===== config.mk =====
export PLATFORM = sky130hd
export DESIGN_NAME = arm_instruction_field_decoder
export DESIGN_NICKNAME = d
export VERILOG_FILES = /design/src/design/aid_pkg.sv /design/src/design/aid_fields.sv /design/src/design/arm_instruction_field_decoder.sv
export SDC_FILE = /design/constraint.sdc
export NUM_CORES = 1
export LEC_CHECK = 0
export ABC_AREA = 1
export BUFFER_PORTS_ARGS = -buffer_cell sky130_fd_sc_hd__buf_2
export CORE_ASPECT_RATIO = 0.75
export CORE_MARGIN = 5
export CORE_UTILIZATION = 40
export CTS_BUF_LIST = sky130_fd_sc_hd__clkbuf_16
export DETAILED_ROUTE_END_ITERATION = 10
export SYNTH_ARGS = -nofsm -noshare
export SYNTH_HDL_FRONTEND = slang
export SYNTH_SLANG_ARGS = --single-unit

===== constraint.sdc =====
create_clock -name clk_i -period 6.6 [get_ports clk_i]
set_input_delay 1.98 -clock clk_i [delete_from_list [all_inputs] [get_ports clk_i]]
set_output_delay 1.98 -clock clk_i [all_outputs]
set_load 0.02 [all_outputs]

===== src/design/aid_pkg.sv =====
// aid_pkg: shared types, encodings and decode helpers for the ARM instruction field decoder
// used by aid_fields and arm_instruction_field_decoder; depends on nothing else
`default_nettype none

package aid_pkg;

  // instruction class, also carried on the result tuser
  typedef enum logic [3:0] {
    CLS_MUL  = 4'd0,
    CLS_MRS  = 4'd1,
    CLS_MSR  = 4'd2,
    CLS_BX   = 4'd3,
    CLS_DPIS = 4'd4,
    CLS_DPRS = 4'd5,
    CLS_DPIM = 4'd6,
    CLS_LSIM = 4'd7,
    CLS_LSRG = 4'd8,
    CLS_LDM  = 4'd9,
    CLS_BR   = 4'd10,
    CLS_UND  = 4'd11
  } cls_e;

  // normalized shift kind
  typedef enum logic [2:0] {
    SHK_NONE = 3'd0,
    SHK_LSL  = 3'd1,
    SHK_LSR  = 3'd2,
    SHK_ASR  = 3'd3,
    SHK_ROR  = 3'd4,
    SHK_RRX  = 3'd5
  } shk_e;

  // shift type field, bits 6..5
  localparam logic [1:0] SHT_LSL = 2'd0;
  localparam logic [1:0] SHT_LSR = 2'd1;
  localparam logic [1:0] SHT_ASR = 2'd2;
  localparam logic [1:0] SHT_ROR = 2'd3;

  // operand forms
  localparam logic [1:0] FORM_MOVE = 2'd0;
  localparam logic [1:0] FORM_CMP  = 2'd1;
  localparam logic [1:0] FORM_MATH = 2'd2;
  localparam logic [1:0] FORM_NONE = 2'd3;

  // data opcodes that pick the operand form
  localparam logic [3:0] OP_TST = 4'd8;
  localparam logic [3:0] OP_CMN = 4'd11;
  localparam logic [3:0] OP_MOV = 4'd13;
  localparam logic [3:0] OP_MVN = 4'd15;

  // flag bit positions
  localparam int FLG_S    = 0;
  localparam int FLG_ACC  = 1;
  localparam int FLG_SPSR = 2;
  localparam int FLG_PRE  = 3;
  localparam int FLG_UP   = 4;
  localparam int FLG_BYTE = 5;
  localparam int FLG_WB   = 6;
  localparam int FLG_LOAD = 7;
  localparam int FLG_LINK = 8;
  localparam int FlagW    = 9;

  localparam int WordW = 32;
  localparam int AmtW  = 6;
  localparam int InDataW  = 64;
  localparam int OutDataW = 80;

  // class mask tests
  localparam logic [31:0] MSK_MUL  = 32'h0fc000f0;
  localparam logic [31:0] PAT_MUL  = 32'h00000090;
  localparam logic [31:0] MSK_PSR  = 32'h0fb000f0;
  localparam logic [31:0] PAT_MRS  = 32'h01000000;
  localparam logic [31:0] PAT_MSR  = 32'h01200000;
  localparam logic [31:0] MSK_BX   = 32'h0ff000f0;
  localparam logic [31:0] PAT_BX   = 32'h01200010;
  localparam logic [31:0] MSK_IS   = 32'h0e000010;
  localparam logic [31:0] MSK_RS   = 32'h0e000090;
  localparam logic [31:0] MSK_TOP  = 32'h0e000000;
  localparam logic [31:0] PAT_DPIS = 32'h00000000;
  localparam logic [31:0] PAT_DPRS = 32'h00000010;
  localparam logic [31:0] PAT_DPIM = 32'h02000000;
  localparam logic [31:0] PAT_LSIM = 32'h04000000;
  localparam logic [31:0] PAT_LSRG = 32'h06000000;
  localparam logic [31:0] PAT_LDM  = 32'h08000000;
  localparam logic [31:0] PAT_BR   = 32'h0a000000;

  // decoded fields other than the value
  typedef struct packed {
    logic [3:0]       op;
    logic [1:0]       form;
    logic [3:0]       rd;
    logic [3:0]       rn;
    logic [3:0]       rm;
    logic [3:0]       rs;
    shk_e             kind;
    logic [AmtW-1:0]  amt;
    logic [FlagW-1:0] flags;
    logic [WordW-1:0] val;
  } dec_t;

  // ordered mask tests, first match wins
  function automatic cls_e classify(input logic [31:0] w);
    cls_e c;
    c = CLS_UND;
    priority if ((w & MSK_MUL) == PAT_MUL) c = CLS_MUL;
    else if ((w & MSK_PSR) == PAT_MRS) c = CLS_MRS;
    else if ((w & MSK_PSR) == PAT_MSR) c = CLS_MSR;
    else if ((w & MSK_BX) == PAT_BX) c = CLS_BX;
    else if ((w & MSK_IS) == PAT_DPIS) c = CLS_DPIS;
    else if ((w & MSK_RS) == PAT_DPRS) c = CLS_DPRS;
    else if ((w & MSK_TOP) == PAT_DPIM) c = CLS_DPIM;
    else if ((w & MSK_TOP) == PAT_LSIM) c = CLS_LSIM;
    else if ((w & MSK_IS) == PAT_LSRG) c = CLS_LSRG;
    else if ((w & MSK_TOP) == PAT_LDM) c = CLS_LDM;
    else if ((w & MSK_TOP) == PAT_BR) c = CLS_BR;
    else c = CLS_UND;
    return c;
  endfunction

  // operand form of a data opcode
  function automatic logic [1:0] form_of(input logic [3:0] op);
    logic [1:0] f;
    if (op == OP_MOV || op == OP_MVN) f = FORM_MOVE;
    else if (op >= OP_TST && op <= OP_CMN) f = FORM_CMP;
    else f = FORM_MATH;
    return f;
  endfunction

endpackage

`default_nettype wire


===== src/design/aid_fields.sv =====
// aid_fields: splits a classified instruction word into registers, shift, flags and value
// depends on aid_pkg
`default_nettype none

module aid_fields
  import aid_pkg::*;
(
  input  logic [31:0] word_i,
  input  cls_e        cls_i,
  output dec_t        dec_o
);

  logic [4:0]       sh_amt;
  logic [1:0]       sh_ty;
  shk_e             is_kind;
  logic [AmtW-1:0]  is_amt;
  logic [4:0]       rot;
  logic [63:0]      rot_dbl;
  logic [FlagW-1:0] ls_flags;
  logic [FlagW-1:0] sbit;
  logic [FlagW-1:0] spsr;

  // normalized immediate shift
  assign sh_amt = word_i[11:7];
  assign sh_ty  = word_i[6:5];

  always_comb begin
    is_kind = SHK_NONE;
    is_amt  = '0;
    unique case (sh_ty)
      SHT_LSL: begin
        is_kind = (sh_amt != 5'd0) ? SHK_LSL : SHK_NONE;
        is_amt  = {1'b0, sh_amt};
      end
      SHT_LSR: begin
        is_kind = SHK_LSR;
        is_amt  = (sh_amt != 5'd0) ? {1'b0, sh_amt} : 6'd32;
      end
      SHT_ASR: begin
        is_kind = SHK_ASR;
        is_amt  = (sh_amt != 5'd0) ? {1'b0, sh_amt} : 6'd32;
      end
      SHT_ROR: begin
        is_kind = (sh_amt != 5'd0) ? SHK_ROR : SHK_RRX;
        is_amt  = {1'b0, sh_amt};
      end
      default: begin
        is_kind = SHK_NONE;
        is_amt  = '0;
      end
    endcase
  end

  // rotated immediate, rotation by zero gives the plain byte
  assign rot     = {word_i[11:8], 1'b0};
  assign rot_dbl = {24'd0, word_i[7:0], 24'd0, word_i[7:0]} >> rot;

  // single load/store flags
  always_comb begin
    ls_flags = '0;
    ls_flags[FLG_PRE]  = word_i[24];
    ls_flags[FLG_UP]   = word_i[23];
    ls_flags[FLG_BYTE] = word_i[22];
    ls_flags[FLG_WB]   = !word_i[24] || word_i[21];
    ls_flags[FLG_LOAD] = word_i[20];
  end

  always_comb begin
    sbit = '0;
    sbit[FLG_S] = word_i[20];
    spsr = '0;
    spsr[FLG_SPSR] = word_i[22];
  end

  // per-class field selection
  always_comb begin
    dec_o = '{op: '0, form: FORM_NONE, rd: '0, rn: '0, rm: '0, rs: '0,
              kind: SHK_NONE, amt: '0, flags: '0, val: '0};
    unique case (cls_i)
      CLS_MUL: begin
        dec_o.rd = word_i[19:16];
        dec_o.rn = word_i[15:12];
        dec_o.rs = word_i[11:8];
        dec_o.rm = word_i[3:0];
        dec_o.flags = sbit;
        dec_o.flags[FLG_ACC] = word_i[21];
      end
      CLS_MRS: begin
        dec_o.rd    = word_i[15:12];
        dec_o.flags = spsr;
      end
      CLS_MSR: begin
        dec_o.rm    = word_i[3:0];
        dec_o.val   = {28'd0, word_i[19:16]};
        dec_o.flags = spsr;
      end
      CLS_BX: begin
        dec_o.rm = word_i[3:0];
      end
      CLS_DPIS, CLS_DPRS, CLS_DPIM: begin
        dec_o.op    = word_i[24:21];
        dec_o.form  = form_of(word_i[24:21]);
        dec_o.rn    = word_i[19:16];
        dec_o.rd    = word_i[15:12];
        dec_o.flags = sbit;
        if (cls_i == CLS_DPIS) begin
          dec_o.rm   = word_i[3:0];
          dec_o.kind = is_kind;
          dec_o.amt  = is_amt;
        end else if (cls_i == CLS_DPRS) begin
          dec_o.rm   = word_i[3:0];
          dec_o.rs   = word_i[11:8];
          dec_o.kind = shk_e'({1'b0, sh_ty} + 3'd1);
        end else begin
          dec_o.val = rot_dbl[31:0];
        end
      end
      CLS_LSIM: begin
        dec_o.rn    = word_i[19:16];
        dec_o.rd    = word_i[15:12];
        dec_o.val   = {20'd0, word_i[11:0]};
        dec_o.flags = ls_flags;
      end
      CLS_LSRG: begin
        dec_o.rn    = word_i[19:16];
        dec_o.rd    = word_i[15:12];
        dec_o.rm    = word_i[3:0];
        dec_o.kind  = is_kind;
        dec_o.amt   = is_amt;
        dec_o.flags = ls_flags;
      end
      CLS_LDM: begin
        dec_o.op  = {2'b00, word_i[24:23]};
        dec_o.rn  = word_i[19:16];
        dec_o.val = {16'd0, word_i[15:0]};
        dec_o.flags[FLG_S]    = word_i[22];
        dec_o.flags[FLG_WB]   = word_i[21];
        dec_o.flags[FLG_LOAD] = word_i[20];
      end
      CLS_BR: begin
        dec_o.flags[FLG_LINK] = word_i[24];
      end
      CLS_UND: begin
        dec_o.form = FORM_NONE;
      end
      default: begin
        dec_o.form = FORM_NONE;
      end
    endcase
  end

endmodule

`default_nettype wire


===== src/design/arm_instruction_field_decoder.sv =====
// arm_instruction_field_decoder: three-stage pipelined ARM instruction field decoder
// depends on aid_pkg and aid_fields
//
// Usage:
//   Input stream (s_axis): one transfer carries an instruction word and its
//   address. Output stream (m_axis): one transfer per input carries the
//   instruction class on tuser and the decoded fields on tdata, in input order.
//   Path: an input transfer passes the class and branch target stage, the
//   field stage and the output register before it shows on m_axis_tvalid.
//   Throughput: one instruction per cycle while m_axis_tready is high; the rate is set by
//   the three register stages, each taking a new item when it empties or moves on.
//   Stall: when m_axis_tready is low the output register holds its result,
//   stages behind it fill up, and s_axis_tready drops only once all three
//   stages hold an item; nothing is dropped or repeated.
//   Reset: rst_ni clears all valid bits; the pipeline comes up empty and
//   ready.
`default_nettype none

module arm_instruction_field_decoder
  import aid_pkg::*;
(
  input  logic                clk_i,
  input  logic                rst_ni,
  input  logic                s_axis_tvalid,
  output logic                s_axis_tready,
  // [31:0] instr_word, [63:32] instr_addr
  input  logic [InDataW-1:0]  s_axis_tdata,
  output logic                m_axis_tvalid,
  input  logic                m_axis_tready,
  // [3:0] cond_code, [7:4] op_code, [9:8] operand_form, [13:10] dest_reg,
  // [17:14] base_reg, [21:18] src_reg, [25:22] shift_reg, [28:26] shift_kind,
  // [34:29] shift_amount, [66:35] value, [75:67] flag_bits, [79:76] zero
  output logic [OutDataW-1:0] m_axis_tdata,
  // [3:0] instr_class
  output logic [3:0]          m_axis_tuser
);

  logic adv1, adv2, adv3;

  // stage 1: class and branch target
  logic        v1_q;
  logic [31:0] word1_q;
  cls_e        cls1_q;
  logic [31:0] tgt1_q;
  logic [31:0] in_word, in_addr, in_off;

  // stage 2: decoded fields
  logic        v2_q;
  logic [3:0]  cond2_q;
  cls_e        cls2_q;
  logic [31:0] tgt2_q;
  dec_t        dec2_q;
  dec_t        dec_d;

  // stage 3: output register
  logic        v3_q;
  cls_e        cls3_q;
  logic [3:0]  cond3_q;
  dec_t        dec3_q;
  dec_t        dec3_d;
  logic [31:0] val_d;

  // advance when the stage is empty or the next one advances
  assign adv3 = !v3_q || m_axis_tready;
  assign adv2 = !v2_q || adv3;
  assign adv1 = !v1_q || adv2;
  assign s_axis_tready = adv1;

  assign in_word = s_axis_tdata[31:0];
  assign in_addr = s_axis_tdata[63:32];
  assign in_off  = {{6{in_word[23]}}, in_word[23:0], 2'b00};

  // valid bits
  always_ff @(posedge clk_i or negedge rst_ni) begin
    if (!rst_ni) begin
      v1_q <= 1'b0;
      v2_q <= 1'b0;
      v3_q <= 1'b0;
    end else begin
      if (adv1) v1_q <= s_axis_tvalid;
      if (adv2) v2_q <= v1_q;
      if (adv3) v3_q <= v2_q;
    end
  end

  // stage 1 payload
  always_ff @(posedge clk_i) begin
    if (adv1 && s_axis_tvalid) begin
      word1_q <= in_word;
      cls1_q  <= classify(in_word);
      tgt1_q  <= in_addr + in_off + 32'd8;
    end
  end

  aid_fields u_fields (
    .word_i (word1_q),
    .cls_i  (cls1_q),
    .dec_o  (dec_d)
  );

  // stage 2 payload
  always_ff @(posedge clk_i) begin
    if (adv2 && v1_q) begin
      cond2_q <= word1_q[31:28];
      cls2_q  <= cls1_q;
      tgt2_q  <= tgt1_q;
      dec2_q  <= dec_d;
    end
  end

  // value select: branch target or the class value
  assign val_d = (cls2_q == CLS_BR) ? tgt2_q : dec2_q.val;

  always_comb begin
    dec3_d     = dec2_q;
    dec3_d.val = val_d;
  end

  // stage 3 payload
  always_ff @(posedge clk_i) begin
    if (adv3 && v2_q) begin
      cls3_q  <= cls2_q;
      cond3_q <= cond2_q;
      dec3_q  <= dec3_d;
    end
  end

  assign m_axis_tvalid = v3_q;
  assign m_axis_tuser  = cls3_q;
  assign m_axis_tdata  = {4'd0, dec3_q.flags, dec3_q.val, dec3_q.amt, dec3_q.kind,
                          dec3_q.rs, dec3_q.rm, dec3_q.rn, dec3_q.rd, dec3_q.form,
                          dec3_q.op, cond3_q};

  // undefined words carry only the condition
  a_und_empty: assert property (@(posedge clk_i) disable iff (!rst_ni)
    (m_axis_tvalid && cls3_q == CLS_UND) |->
      (dec3_q.val == 32'd0 && dec3_q.form == FORM_NONE && dec3_q.flags == '0))
    else $error("undefined instruction produced fields");

  // only immediate-shift classes carry a shift amount, and it never exceeds 32
  a_amt_range: assert property (@(posedge clk_i) disable iff (!rst_ni)
    m_axis_tvalid |-> (dec3_q.amt <= 6'd32 &&
      (dec3_q.amt == '0 || cls3_q == CLS_DPIS || cls3_q == CLS_LSRG)))
    else $error("shift amount out of range or on wrong class");

  // a blocked stage 1 keeps its item
  a_s1_hold: assert property (@(posedge clk_i) disable iff (!rst_ni)
    (v1_q && !adv2) |=> (v1_q && $stable(word1_q) && $stable(tgt1_q)))
    else $error("stage 1 lost its item under stall");

endmodule

`default_nettype wire

==> reports/metrics.yaml <==
finish:
  area_growth_pct: 16.7
  regArea_um2: 7790
  final_cells: 1655
  fin_area_um2: 14100
  multi_input_area_um2: 3670
  drive_gt1_share_pct: 19.7
  final_util_pct: 47.0
  n_antenna_cell: 0
  fillers: 2831
  fin_nets: 1364
synth:
  synth_most_common_cell: "nand2_1"
  yosysUniqueCellTypes: 47
  avgSynthCellArea_um2: 11.4
  ys.warnings.count: 0
  ys_seq_area_share_pct: 64.5
  synth_area_um2: 12100
  async_flop_share_pct: 1.15
  yosys_register_bits: 260
  yosys-top-cells-count: "nand2_1 (267), edfxtp_1 (257), inv_1 (144)"
  synth_edf_count: 257
  synthTopCellsByArea: "edfxtp_1 (64%), nand2_1 (8.3%), ha_1 (6.1%)"
  synth_ff_type: "edfxtp_1"
  synth_top_area_share_pct: 63.9
  yosys.area.top_type: "edfxtp_1"
  syn_inst: 1064
placed_design:
  port_buffers: 149
  placed_area_um2: 13300
  place.gp.congestion: 0.926
  dp_hpwl_um: 22800
  placed_cells: 1606
  pre_cts_ws_ps: 1980
timing:
  fmax_ghz: 0.217
  period_share_pct: 69.8
  setup_viol: 0
  worst_slack_ps: 1990
  setup-tns-final_ps: 0
  finClkSkew_ps: 15.5
  tightest_slew_ps: 874
  slew-limit-headroom_pct: 41.7
  holdWs_ps: 405
  rsz0062_at_grt: "no"
  hold_violations: 0
  finalMaxSlewViolations: 0
  fin_crit_ps: 4610
detailed_routing:
  drc: 0
  via_count: 8060
  drt_iter0_drc: 605
  dr.pass1.iters: 5
  ant_nets: 0
  drt-wirelength-per-cell_um: 17.7
  drt-total-wl_um: 29300
  vias_per_cell: 4.87
clock_tree:
  post_cts_buffers: 0
  clkTransAtPathRegs_ps: 60
  ctsResizeCount: 0
  hold_buffers: 0
  clock-sinks: 260
  htreeDepth: 1
  clockRootBuffer: "clkbuf_16"
  numCtsBuffers: 27
  clock_latency_ps: 530
  cts_tree: "yes"
  clk_path_buf_depth: 3
worst_setup_path:
  cp.required_ps: 4620
  cp_max_fo: 3
  worstSetupPathType: "input pin to output port"
  crit_arrival_ps: 2630
  cp-start-kind: "input pin"
  critPathCaptureType: "output port"
pwr:
  switching_share_pct: 28.8
  pwr-share-seq_pct: 51.1
  powerDensity_nw_per_um2: 325
  p_switching_mw: 1.32
  clockPowerShare_pct: 29.8
  vdd_drop_max_mv: 0.187
  comb_power_share_pct: 19.1
  p_int_mw: 3.26
  power_leakage_nw: 6.17
  total_power_mw: 4.58
floorplanning:
  rows: 55
  dieHeight_um: 161
  pin_count: 154
  core-area_um2: 30000
  die_x_um: 211
  initial_core_util_pct: 40.3
  dieArea_um2: 33800
grt:
  antenna_found_initial: 0
  use_met2_pct: 25.1
  grt_first_pass_wirelength_um: 44800
  use_met3_pct: 1.91
  grt_busiest_layer: "met1"
  grt_pass1_vias: 7793
  met1_usage_pct: 27.2
  grt_start_max_net_pins: 59
  overflow: 0
  track_usage_pct: 17.0
worst_hold_path:
  hold_class: "register to register"
outcome:
  outcome: "completed"
run:
  drv_cap: 0
sequential cells by signal, summed over array words and instances (netlist names):
name,cells
cls1_q,4
cls2_q,4
cond2_q,4
cond3_q,4
dec2_q,72
m_axis_tdata,72
m_axis_tuser,4
m_axis_tvalid,1
tgt1_q,32
tgt2_q,32
v1_q,1
v2_q,1
word1_q,29
per-layer routing:
metal / part of all wire [%] / vias up
li1: - / 3979
met1: 51 / 3790
met2: 42 / 255
met3: 5.5 / 36
met4: 2.0 / 0
met5: 0 / -
worst max-delay path, cell delays in order:
cell and delay [ps]:
buf_2 100, inv_1 90, nand2_1 80, nor2_1 120, nand2_1 100, buf_2 170
cell type report:
cell class,count,area share [%]
inverter,148,3.96
timing repair buffer,155,5.61
clock inverter,22,0.869
tap,399,3.54
multi-input combinational,644,26.0
sequential,260,55.2
clock buffer,27,4.79
power by group through the flow:
stage               logic, mW  registers (mW)  clock network (mW)
floorplan               0.424            2.51                   0
global placement        0.882            2.37                   0
detailed placement      0.886            2.38                   0
CTS                     0.890            2.34                1.40
global route            0.965            2.37                1.47
finish                  0.875            2.34                1.37
cell families after synthesis:
logic type	after synthesis	share of synthesized area, %
and+or+nand+nor	439	15.0
AOI/OAI and AO/OA	92	4.65
buffers and inverters	163	5.34
adders and majority gates	60	6.28
other	1	0.0310
xor gates and xnor gates	17	1.23
muxes	32	2.98
DFF	260	64.5
final timing paths:
kind / from / to / slack, ps / cells past startpoint
max: m_axis_tready / s_axis_tready / 1990 / 6
min: tgt1_q[13] / tgt2_q[13] / 410 / 0
max reg2reg: m_axis_tvalid / word1_q[18] / 4350 / 6
min reg2reg: tgt1_q[13] / tgt2_q[13] / 410 / 0
max in group asynchronous: rst_ni / v2_q / 5240 / 1
min in group asynchronous: rst_ni / m_axis_tvalid / 1250 / 1
cell usage in the layout, fill, tap and decap left out, drive strengths merged, types with 2 or more instances in the layout:
master,synthesis,layout
a21oi,21,21
a22oi,2,2
buf,13,155
clkbuf,2,27
clkinv,0,13
conb,1,4
dfrtp,3,3
edfxtp,257,257
ha,59,59
inv,148,156
mux2,32,32
nand2,271,271
nand3,37,37
nand3b,2,2
nand4,7,7
nor2,100,100
nor3,14,14
nor4,2,2
o2111ai,2,2
o211ai,2,2
o21ai,30,30
o221ai,4,4
o22ai,22,22
o31ai,3,3
or2,4,4
xnor2,3,3
xor2,14,14
Note: power is estimated with default switching activity, not from simulation.
